--- src/design/xmcr_pkg.sv ---
// shared types and constants for the xmodem crc receiver
package xmcr_pkg;
	localparam int PACKET_BYTES_DEF = 128;
	localparam int PAGE_BYTES_DEF = 512;
	localparam int CFG_W = 24;

	localparam logic [1:0] FUNC_START = 2'd0;
	localparam logic [1:0] FUNC_BYTE = 2'd1;
	localparam logic [1:0] FUNC_TICK = 2'd2;

	localparam logic [1:0] REG_BASE = 2'd0;
	localparam logic [1:0] REG_TIMEOUT = 2'd1;
	localparam logic [1:0] REG_NAKLIM = 2'd2;

	localparam logic [7:0] SOH_BYTE = 8'h01;
	localparam logic [7:0] EOT_BYTE = 8'h04;
	localparam logic [7:0] CAN_BYTE = 8'h18;
	localparam logic [7:0] ACK_BYTE = 8'h06;
	localparam logic [7:0] NAK_BYTE = 8'h15;
	localparam logic [7:0] C_BYTE = 8'h43;
	localparam logic [7:0] DOT_BYTE = 8'h2e;

	localparam logic [2:0] EV_NONE = 3'd0;
	localparam logic [2:0] EV_CANCEL = 3'd1;
	localparam logic [2:0] EV_DONE = 3'd2;
	localparam logic [2:0] EV_RETRY = 3'd3;
	localparam logic [2:0] EV_TIMEOUT = 3'd4;

	// command from front to back: a single result, or a page flush
	typedef struct packed {
		logic flush;
		logic tx_valid;
		logic [7:0] tx_byte;
		logic erase;
		logic [23:0] addr;
		logic [2:0] ev;
	} cmd_t;

	function automatic logic [15:0] crc_step(input logic [15:0] c, input logic [7:0] b);
		logic [15:0] v;
		v = c ^ {b, 8'h00};
		for (int i = 0; i < 8; i++)
			v = v[15] ? ((v << 1) ^ 16'h1021) : (v << 1);
		return v;
	endfunction
endpackage

--- src/design/xmcr_front.sv ---
// protocol parser: classifies requests, stores data bytes, issues commands
module xmcr_front import xmcr_pkg::*; #(
	parameter int PACKET_BYTES = PACKET_BYTES_DEF,
	parameter int PAGE_BYTES = PAGE_BYTES_DEF,
	localparam int AW = $clog2(PAGE_BYTES),
	localparam int PW = $clog2(PACKET_BYTES)
) (
	input logic clk,
	input logic arst_n,
	input logic cfg_we,
	input logic [1:0] cfg_index,
	input logic [CFG_W-1:0] cfg_data,
	input logic in_valid,
	output logic in_stall,
	input logic [1:0] func,
	input logic [7:0] rx_byte,
	output logic cmd_valid,
	output cmd_t cmd,
	input logic cmd_full,
	input logic page_busy,
	output logic mem_we,
	output logic [AW-1:0] mem_addr,
	output logic [7:0] mem_data
);
	typedef enum logic [5:0] {
		PH_HDR = 6'b000001, PH_SEQ = 6'b000010, PH_INV = 6'b000100,
		PH_DATA = 6'b001000, PH_CRCH = 6'b010000, PH_CRCL = 6'b100000
	} phase_t;

	logic [23:0] base_q;
	logic [15:0] tmo_q;
	logic [7:0] nlim_q;
	logic active_q;
	phase_t phase_q;
	logic [7:0] seq_q;
	logic [PW-1:0] pos_q;
	logic [15:0] crc_q;
	logic [7:0] rcrch_q;
	logic [7:0] nak_q;
	logic [15:0] pkt_q;
	logic [23:0] waddr_q;
	logic [15:0] idle_q;

	logic acc;
	logic [8:0] nak_next;
	logic [16:0] idle_next;
	logic [1:0] slot;
	logic [15:0] pkt_inc;

	// hold requests while the command queue is full or the page is still being read out
	assign in_stall = cmd_full || page_busy;
	assign acc = in_valid && !in_stall;
	assign nak_next = {1'b0, nak_q} + 9'd1;
	assign idle_next = {1'b0, idle_q} + 17'd1;
	assign slot = 2'(seq_q - 8'd1);
	assign pkt_inc = pkt_q + 16'd1;
	assign mem_we = acc && func == FUNC_BYTE && active_q && phase_q == PH_DATA;
	assign mem_addr = {slot, pos_q};
	assign mem_data = rx_byte;

	always_comb begin
		cmd_valid = 1'b0;
		cmd = '0;
		if (acc) begin
			unique case (func)
				FUNC_START: begin
					cmd_valid = 1'b1;
					cmd.tx_valid = 1'b1;
					cmd.tx_byte = C_BYTE;
				end
				FUNC_BYTE: if (active_q) begin
					unique case (phase_q)
						PH_HDR: begin
							if (rx_byte == EOT_BYTE) begin
								cmd_valid = 1'b1;
								cmd.tx_valid = 1'b1;
								cmd.tx_byte = ACK_BYTE;
								cmd.ev = EV_DONE;
							end else if (rx_byte == CAN_BYTE) begin
								cmd_valid = 1'b1;
								cmd.ev = EV_CANCEL;
							end
						end
						PH_SEQ, PH_INV, PH_CRCL: begin
							if ((phase_q == PH_SEQ && rx_byte == seq_q) ||
									(phase_q == PH_INV && rx_byte == ~seq_q)) begin
							end else if (phase_q == PH_SEQ && rx_byte == 8'(seq_q - 8'd1)) begin
								cmd_valid = 1'b1;
								cmd.tx_valid = 1'b1;
								cmd.tx_byte = ACK_BYTE;
							end else if (phase_q == PH_CRCL && {rcrch_q, rx_byte} == crc_q) begin
								cmd_valid = 1'b1;
								cmd.tx_valid = 1'b1;
								cmd.tx_byte = ACK_BYTE;
								cmd.flush = slot == 2'd3;
								cmd.erase = pkt_inc[2:0] == 3'd4;
								cmd.addr = waddr_q;
							end else begin
								cmd_valid = 1'b1;
								cmd.tx_valid = 1'b1;
								cmd.tx_byte = NAK_BYTE;
								cmd.ev = (nak_next > {1'b0, nlim_q}) ? EV_RETRY : EV_NONE;
							end
						end
						default: ;
					endcase
				end
				FUNC_TICK: if (active_q && idle_next > {1'b0, tmo_q}) begin
					cmd_valid = 1'b1;
					cmd.ev = EV_TIMEOUT;
				end
				default: ;
			endcase
		end
	end

	always_ff @(posedge clk or negedge arst_n) begin
		if (!arst_n) begin
			base_q <= '0;
			tmo_q <= 16'd10000;
			nlim_q <= 8'd20;
			active_q <= 1'b0;
			phase_q <= PH_HDR;
			seq_q <= 8'd1;
			pos_q <= '0;
			crc_q <= '0;
			rcrch_q <= '0;
			nak_q <= '0;
			pkt_q <= '0;
			waddr_q <= '0;
			idle_q <= '0;
		end else begin
			if (cfg_we) begin
				unique case (cfg_index)
					REG_BASE: base_q <= cfg_data;
					REG_TIMEOUT: tmo_q <= cfg_data[15:0];
					REG_NAKLIM: nlim_q <= cfg_data[7:0];
					default: ;
				endcase
			end
			if (acc) begin
				unique case (func)
					FUNC_START: begin
						active_q <= 1'b1;
						phase_q <= PH_HDR;
						seq_q <= 8'd1;
						pos_q <= '0;
						crc_q <= '0;
						nak_q <= '0;
						pkt_q <= '0;
						waddr_q <= base_q;
						idle_q <= '0;
					end
					FUNC_BYTE: if (active_q) begin
						idle_q <= '0;
						unique case (phase_q)
							PH_HDR: begin
								if (rx_byte == SOH_BYTE) begin
									pos_q <= '0;
									crc_q <= '0;
									phase_q <= PH_SEQ;
								end else if (rx_byte == EOT_BYTE || rx_byte == CAN_BYTE)
									active_q <= 1'b0;
							end
							PH_DATA: begin
								crc_q <= crc_step(crc_q, rx_byte);
								pos_q <= pos_q + 1'b1;
								if (&pos_q)
									phase_q <= PH_CRCH;
							end
							PH_CRCH: begin
								rcrch_q <= rx_byte;
								phase_q <= PH_CRCL;
							end
							default: begin
								if (phase_q == PH_SEQ && rx_byte == seq_q)
									phase_q <= PH_INV;
								else if (phase_q == PH_INV && rx_byte == ~seq_q) begin
									pos_q <= '0;
									crc_q <= '0;
									phase_q <= PH_DATA;
								end else if (phase_q == PH_SEQ && rx_byte == 8'(seq_q - 8'd1))
									phase_q <= PH_HDR;
								else if (phase_q == PH_CRCL && {rcrch_q, rx_byte} == crc_q) begin
									nak_q <= '0;
									pkt_q <= pkt_inc;
									seq_q <= seq_q + 8'd1;
									if (slot == 2'd3)
										waddr_q <= waddr_q + 24'(PAGE_BYTES);
									phase_q <= PH_HDR;
								end else begin
									nak_q <= nak_next[8] ? 8'hff : nak_next[7:0];
									phase_q <= PH_HDR;
									if (nak_next > {1'b0, nlim_q})
										active_q <= 1'b0;
								end
							end
						endcase
					end
					FUNC_TICK: if (active_q) begin
						idle_q <= idle_next[16] ? 16'hffff : idle_next[15:0];
						if (idle_next > {1'b0, tmo_q}) begin
							active_q <= 1'b0;
							phase_q <= PH_HDR;
						end
					end
					default: ;
				endcase
			end
		end
	end
endmodule

--- src/design/xmcr_back.sv ---
// result sequencer: pops commands, expands flushes into page writes
module xmcr_back import xmcr_pkg::*; #(
	parameter int PAGE_BYTES = PAGE_BYTES_DEF,
	localparam int AW = $clog2(PAGE_BYTES),
	localparam int WW = AW - 3
) (
	input logic clk,
	input logic arst_n,
	input logic mem_we,
	input logic [AW-1:0] mem_addr,
	input logic [7:0] mem_data,
	input logic cmd_valid,
	input cmd_t cmd,
	output logic cmd_full,
	output logic page_busy,
	output logic valid,
	input logic stall,
	output logic tx_valid,
	output logic [7:0] tx_byte,
	output logic erase_sector,
	output logic write_valid,
	output logic [23:0] flash_address,
	output logic [63:0] write_word,
	output logic [2:0] event_res,
	output logic last
);
	logic [63:0] mem_q [PAGE_BYTES/8];
	logic [7:0] lane_we;
	logic [63:0] rd_q;

	logic [1:0] cnt_q;
	cmd_t fifo_q [2];
	logic rp_q, wp_q;
	cmd_t cur_q;
	logic busy_q;
	logic [WW-1:0] w_q;
	logic rd_pend_q;
	logic out_v_q;
	logic [WW-1:0] ow_q;
	logic ofl_q;
	cmd_t oc_q;
	logic page_busy_q;

	logic pop, push, out_free, launch;

	always_comb
		for (int i = 0; i < 8; i++)
			lane_we[i] = mem_we && mem_addr[2:0] == 3'(i);

	always_ff @(posedge clk) begin
		for (int i = 0; i < 8; i++)
			if (lane_we[i])
				mem_q[mem_addr[AW-1:3]][i*8 +: 8] <= mem_data;
		if (launch)
			rd_q <= mem_q[w_q];
	end

	assign cmd_full = cnt_q == 2'd2;
	assign page_busy = page_busy_q;
	assign push = cmd_valid;
	assign out_free = !out_v_q || !stall;
	// one word in flight: launch read, then present
	assign launch = busy_q && !rd_pend_q && out_free;
	assign pop = !busy_q && cnt_q != 2'd0;

	always_ff @(posedge clk or negedge arst_n) begin
		if (!arst_n) begin
			cnt_q <= '0;
			rp_q <= 1'b0;
			wp_q <= 1'b0;
			busy_q <= 1'b0;
			w_q <= '0;
			rd_pend_q <= 1'b0;
			out_v_q <= 1'b0;
			ow_q <= '0;
			ofl_q <= 1'b0;
			oc_q <= '0;
			cur_q <= '0;
			page_busy_q <= 1'b0;
		end else begin
			if (push) begin
				fifo_q[wp_q] <= cmd;
				wp_q <= !wp_q;
				if (cmd.flush)
					page_busy_q <= 1'b1;
			end
			if (pop) begin
				cur_q <= fifo_q[rp_q];
				rp_q <= !rp_q;
				busy_q <= 1'b1;
				w_q <= '0;
			end
			cnt_q <= cnt_q + 2'(push) - 2'(pop);
			if (out_v_q && !stall)
				out_v_q <= 1'b0;
			if (launch)
				rd_pend_q <= 1'b1;
			if (rd_pend_q && out_free) begin
				rd_pend_q <= 1'b0;
				out_v_q <= 1'b1;
				oc_q <= cur_q;
				ow_q <= w_q;
				ofl_q <= cur_q.flush;
				if (cur_q.flush && &w_q)
					page_busy_q <= 1'b0;
				if (!cur_q.flush || &w_q)
					busy_q <= 1'b0;
				else
					w_q <= w_q + 1'b1;
			end
		end
	end

	always_comb begin
		valid = out_v_q;
		tx_valid = oc_q.tx_valid;
		tx_byte = oc_q.tx_byte;
		erase_sector = 1'b0;
		write_valid = 1'b0;
		flash_address = '0;
		write_word = '0;
		event_res = oc_q.ev;
		last = 1'b1;
		if (ofl_q) begin
			write_valid = 1'b1;
			write_word = rd_q;
			flash_address = oc_q.addr + 24'({ow_q, 3'b000});
			last = &ow_q;
			tx_valid = ow_q == '0 || &ow_q;
			tx_byte = ow_q == '0 ? ACK_BYTE : DOT_BYTE;
			erase_sector = ow_q == '0 && oc_q.erase;
		end
	end
endmodule

--- src/design/xmodem_crc_receiver_unit.sv ---
// top level of the xmodem crc receiver
//  channel  | handshake        | payload
//  in       | in_valid/in_stall| func, rx_byte
//  out      | valid/stall      | tx_valid .. last
//  cfg      | cfg_we           | cfg_index, cfg_data
// a request is parsed when accepted; a single result is queued, then read out and shown
// a page flush gives 64 results, each a page memory read then a present
// input stalls during a flush, until its last result is presented
// reset clears control state; page memory is not cleared
// a two-entry command queue lets input run while results are stalled
module xmodem_crc_receiver_unit import xmcr_pkg::*; #(
	parameter int PACKET_BYTES = PACKET_BYTES_DEF,
	parameter int PAGE_BYTES = PAGE_BYTES_DEF
) (
	input logic clk,
	input logic arst_n,
	input logic cfg_we,
	input logic [1:0] cfg_index,
	input logic [CFG_W-1:0] cfg_data,
	input logic in_valid,
	output logic in_stall,
	input logic [1:0] func,
	input logic [7:0] rx_byte,
	output logic valid,
	input logic stall,
	output logic tx_valid,
	output logic [7:0] tx_byte,
	output logic erase_sector,
	output logic write_valid,
	output logic [23:0] flash_address,
	output logic [63:0] write_word,
	output logic [2:0] event_res,
	output logic last
);
	localparam int AW = $clog2(PAGE_BYTES);
	logic cmd_valid, cmd_full, mem_we, page_busy;
	cmd_t cmd;
	logic [AW-1:0] mem_addr;
	logic [7:0] mem_data;

	xmcr_front #(.PACKET_BYTES(PACKET_BYTES), .PAGE_BYTES(PAGE_BYTES)) u_front (
		.clk, .arst_n, .cfg_we, .cfg_index, .cfg_data, .in_valid, .in_stall,
		.func, .rx_byte, .cmd_valid, .cmd, .cmd_full, .page_busy, .mem_we, .mem_addr,
		.mem_data
	);

	xmcr_back #(.PAGE_BYTES(PAGE_BYTES)) u_back (
		.clk, .arst_n, .mem_we, .mem_addr, .mem_data, .cmd_valid, .cmd, .cmd_full,
		.page_busy, .valid, .stall, .tx_valid, .tx_byte, .erase_sector, .write_valid,
		.flash_address, .write_word, .event_res, .last
	);
endmodule
--- config.mk ---
export PLATFORM = sky130hd
export DESIGN_NAME = xmodem_crc_receiver_unit
export DESIGN_NICKNAME = d
export VERILOG_FILES = /design/src/design/xmcr_pkg.sv /design/src/design/xmcr_front.sv /design/src/design/xmcr_back.sv /design/src/design/xmodem_crc_receiver_unit.sv
export SDC_FILE = /design/constraint.sdc
export NUM_CORES = 2
export LEC_CHECK = 0
export BUFFER_PORTS_ARGS = -buffer_cell sky130_fd_sc_hd__buf_2
export CORE_MARGIN = 1.5
export CORE_UTILIZATION = 40
export CTS_BUF_LIST = sky130_fd_sc_hd__clkbuf_16
export CTS_CLUSTER_DIAMETER = 120
export DETAILED_ROUTE_END_ITERATION = 10
export GPL_ROUTABILITY_DRIVEN = 0
export SLEW_MARGIN = 20
export SYNTH_ARGS = -nofsm -noshare
export SYNTH_HDL_FRONTEND = slang
export SYNTH_MEMORY_MAX_BITS = 65536
export SYNTH_SLANG_ARGS = --single-unit
--- constraint.sdc ---
create_clock -name clk -period 14.2 [get_ports clk]
set_input_delay 2.84 -clock clk [delete_from_list [all_inputs] [get_ports clk]]
set_output_delay 2.84 -clock clk [all_outputs]
set_load 0.02 [all_outputs]
==> results_dict.tcl <==
set metrics [dict create \
    status "completed" \
    synthMuxAreaShare 0.1819 \
    wl_um 469900 \
    synth_fa_ha_area_frac 0.004119 \
    powerDensity_nw_per_um2 156.9 \
    maxCapViolations 0 \
    synth_cells 7985 \
    placed_area_sq_um 182800 \
    coreArea_sq_um 435100 \
    stdcell_area_sq_um 197400 \
    rsz0062_at_grt "no" \
    worstPathMaxFanout 9 \
    grt_max_degree 193 \
    synthTopCellsByCount "edfxtp_1 (4230), mux4_2 (1344), nor2_1 (595), clkbuf_1 (281), dfrtp_1 (226)" \
    cts_setup_buffers 0 \
    startpoint_type "flop" \
    layout_min_cycle_time_ns 6.750 \
    hold_class "flop to flop" \
    skew_ns 0.05295 \
    synth-compound-area-share 0.008624 \
    hold_viol_final 0 \
    dp_hpwl_um 290300 \
    maxSlewViolCount 0 \
    clk_pin_slew_ns 0.06 \
    synth_nets 8083 \
    finalCritPeriodShare 0.4754 \
    drt_iter0_markers 11000 \
    post-synth-top-count-cell "edfxtp_1" \
    cts_max_level 5 \
    cts_resized 0 \
    initial_core_util 0.4021 \
    die_area_sq_um 441400 \
    postRouteAntennaNets 0 \
    syn-cell-area_sq_um 175000 \
    syn2layout_area_growth_pct 12.81 \
    drt_pass1_iterations 6 \
    vias 84680 \
    fmax_mhz 148.1 \
    numCtsBuffers 436 \
    nets 8389 \
    grt.total_usage 0.2097 \
    fp.dieW_um 664.4 \
    syn_area_per_cell_sq_um 21.91 \
    hold_buffers 0 \
    yosysTopAreaCell "edfxtp_1" \
    worst_ep_required_time_ns 11.36 \
    route.detailed.drc 0 \
    routedWlPerCell_um 32.53 \
    portBuffers 144 \
    ys_warn_count 0 \
    cts_sinks 4465 \
    via_per_inst 5.862 \
    synth_top_cells_by_area "edfxtp_1 (73%), mux4_2 (17%), dfrtp_1 (3.2%)" \
    num-fill-cells 35480 \
    async_flop_share 0.05263 \
    synth_edf_count 4230 \
    setup_violations 0 \
    leakage_uw 0.06028 \
    ys_ff_latch 4465 \
    ys_seq_area_frac 0.7596 \
    antenna_found_initial 50 \
    overflow 0 \
    critical_path_class "flop to output port" \
    insertion_delay_ns 1.00 \
    yosys.area.top_type_share 0.7260 \
    cts_tree "done" \
    placementRows 242 \
    synthFlopType "edfxtp_1" \
    clk_path_buf_depth 4 \
    synthSimpleGateAreaFrac 0.02883 \
    critPathCaptureType "output port" \
    critPathArrivalTime_ns 3.91 \
    grt_pass1_wl_um 661100 \
    maxSlewHeadroom 0.2178 \
    finalSetupTns_ns 0 \
    ir_drop_mv 0.1403 \
    tightest_slew_ns 1.169 \
    synth_top_family_by_area "multiplexers" \
    cts_root_buf "clkbuf_16" \
    grt_pass1_vias 84540 \
    synth_xor_xnor_area_share 0.005106 \
    die_y_um 664.4 \
    ioPinCount 146 \
    synth.distinct_cells 74 \
    drive_gt1_frac 0.2868 \
]
## placed cells by master (no fill, tap or decap), drive strengths merged, types with 8 or more instances in the layout
cell type,instances
edfxtp,4230
and2,118
nand4,22
mux4,1344
and3,22
xor2,38
xnor2,64
a21o,8
or4,8
o21ai,110
nand3,57
clkinv,184
clkbuf,438
buf,315
mux2i,38
nor3,29
diode,54
inv,149
mux2,105
bufinv,51
a22o,9
ha,56
clkinvlp,37
dfrtp,226
a21oi,42
nor2b,16
o31ai,20
dfstp,9
nor4,12
nor2,595
nand2,199
## cell families after synthesis
group,Yosys count
buffers and inverters,502
flip-flops,4465
AO/OA/AOI/OAI,245
multiplexers,1487
other,1
XOR/XNOR,102
AND/OR/NAND/NOR,1126
adder cells (fa/ha/maj),57
## layout make-up
class	instances	area, sq um	share of cell area
Tap cell	5734	7174	0.03635
Inverter	55	206.4	0.001046
Sequential cell	4465	132900	0.6735
Multi-Input combinational cell	3018	40170	0.2035
Timing Repair Buffer	315	2361	0.01196
Clock inverter	366	3435	0.01740
Antenna cell	54	135.1	0.0006846
Clock buffer	438	10960	0.05553
## final timing paths
| path | start | endpoint | slack [ns] | cells past startpoint |
|---|---|---|---|---|
| worst max-delay path | u_back.ow_q[0] | flash_address[23] | 7.45 | 10 |
| worst min-delay path | u_front.pkt_q[0] | u_front.pkt_q[0] | 0.48 | 1 |
| worst max register to register | u_back.w_q[0] | u_back.rd_q[8] | 8.69 | 6 |
| worst min register to register | u_front.pkt_q[0] | u_front.pkt_q[0] | 0.48 | 1 |
| max in group asynchronous | arst_n | u_back.w_q[5] | 10.89 | 2 |
| min in group asynchronous | arst_n | u_front.tmo_q[11] | 1.80 | 1 |
## power by group
part | switching (uW) | internal [uW]
sequential | 334 | 14700
combinational | 2380 | 1930
clock | 5040 | 6570
total | 7760 | 23200
## state kept, by name (all words and copies together), names as in the netlist, 2 cells and up
register / cells
u_back.cnt_q: 2
u_back.oc_q: 31
u_front.idle_q: 16
u_back.rd_q: 64
u_front.pkt_q: 3
u_front.seq_q: 8
u_back.mem_q: 4096
u_back.ow_q: 6
u_front.crc_q: 16
u_front.base_q: 24
u_back.cur_q: 35
u_front.nak_q: 8
u_front.nlim_q: 8
u_back.event_res: 3
u_front.tmo_q: 16
u_front.pos_q: 7
u_front.rcrch_q: 8
u_front.phase_q: 6
u_back.fifo_q: 70
u_back.w_q: 6
u_front.waddr_q: 24
## worst max-delay path: stages (launching register included)
cell and delay [ns]:
dfrtp_1 0.43, ha_1 0.23, fa_1 0.41, a21o_1 0.18, a21oi_1 0.25, o21bai_1 0.10, a21oi_1 0.59, nor3_1 0.14
xor2_1 0.28, and2_1 0.16, buf_2 0.17
## per-stage QoR
| step | setup WS, ns | total power [uW] | util | hold slack (ns) | std cells |
|---|---|---|---|---|---|
| final | 7.450 | 30970 | 0.4536 | 0.4828 | 14450 |
| after global routing | 7.266 | 31860 | 0.4534 | 0.5006 | 14400 |
| after CTS | 7.399 | 31210 | 0.4531 | 0.4833 | 14390 |
| after detailed placement | 6.829 | 19690 | 0.4201 | 0.4739 | 13580 |
| after global placement | 6.904 | 19650 | 0.4200 | 0.4651 | 13580 |
| after floorplan | 6.673 | 19560 | - | 0.4428 | 7985 |
## layer usage
| metal | vias to the layer above | GRT usage | share of wire | wire length, um |
|---|---|---|---|---|
| met5 | - | 0 | 0.000083 | 39 |
| met4 | 6 | 0.06685 | 0.030 | 14060 |
| met3 | 644 | 0.04258 | 0.088 | 41250 |
| met2 | 4454 | 0.3353 | 0.48 | 227100 |
| met1 | 45750 | 0.2906 | 0.40 | 187400 |
| li1 | 33830 | - | - | - |
Note: power is estimated with default switching activity, not from simulation.
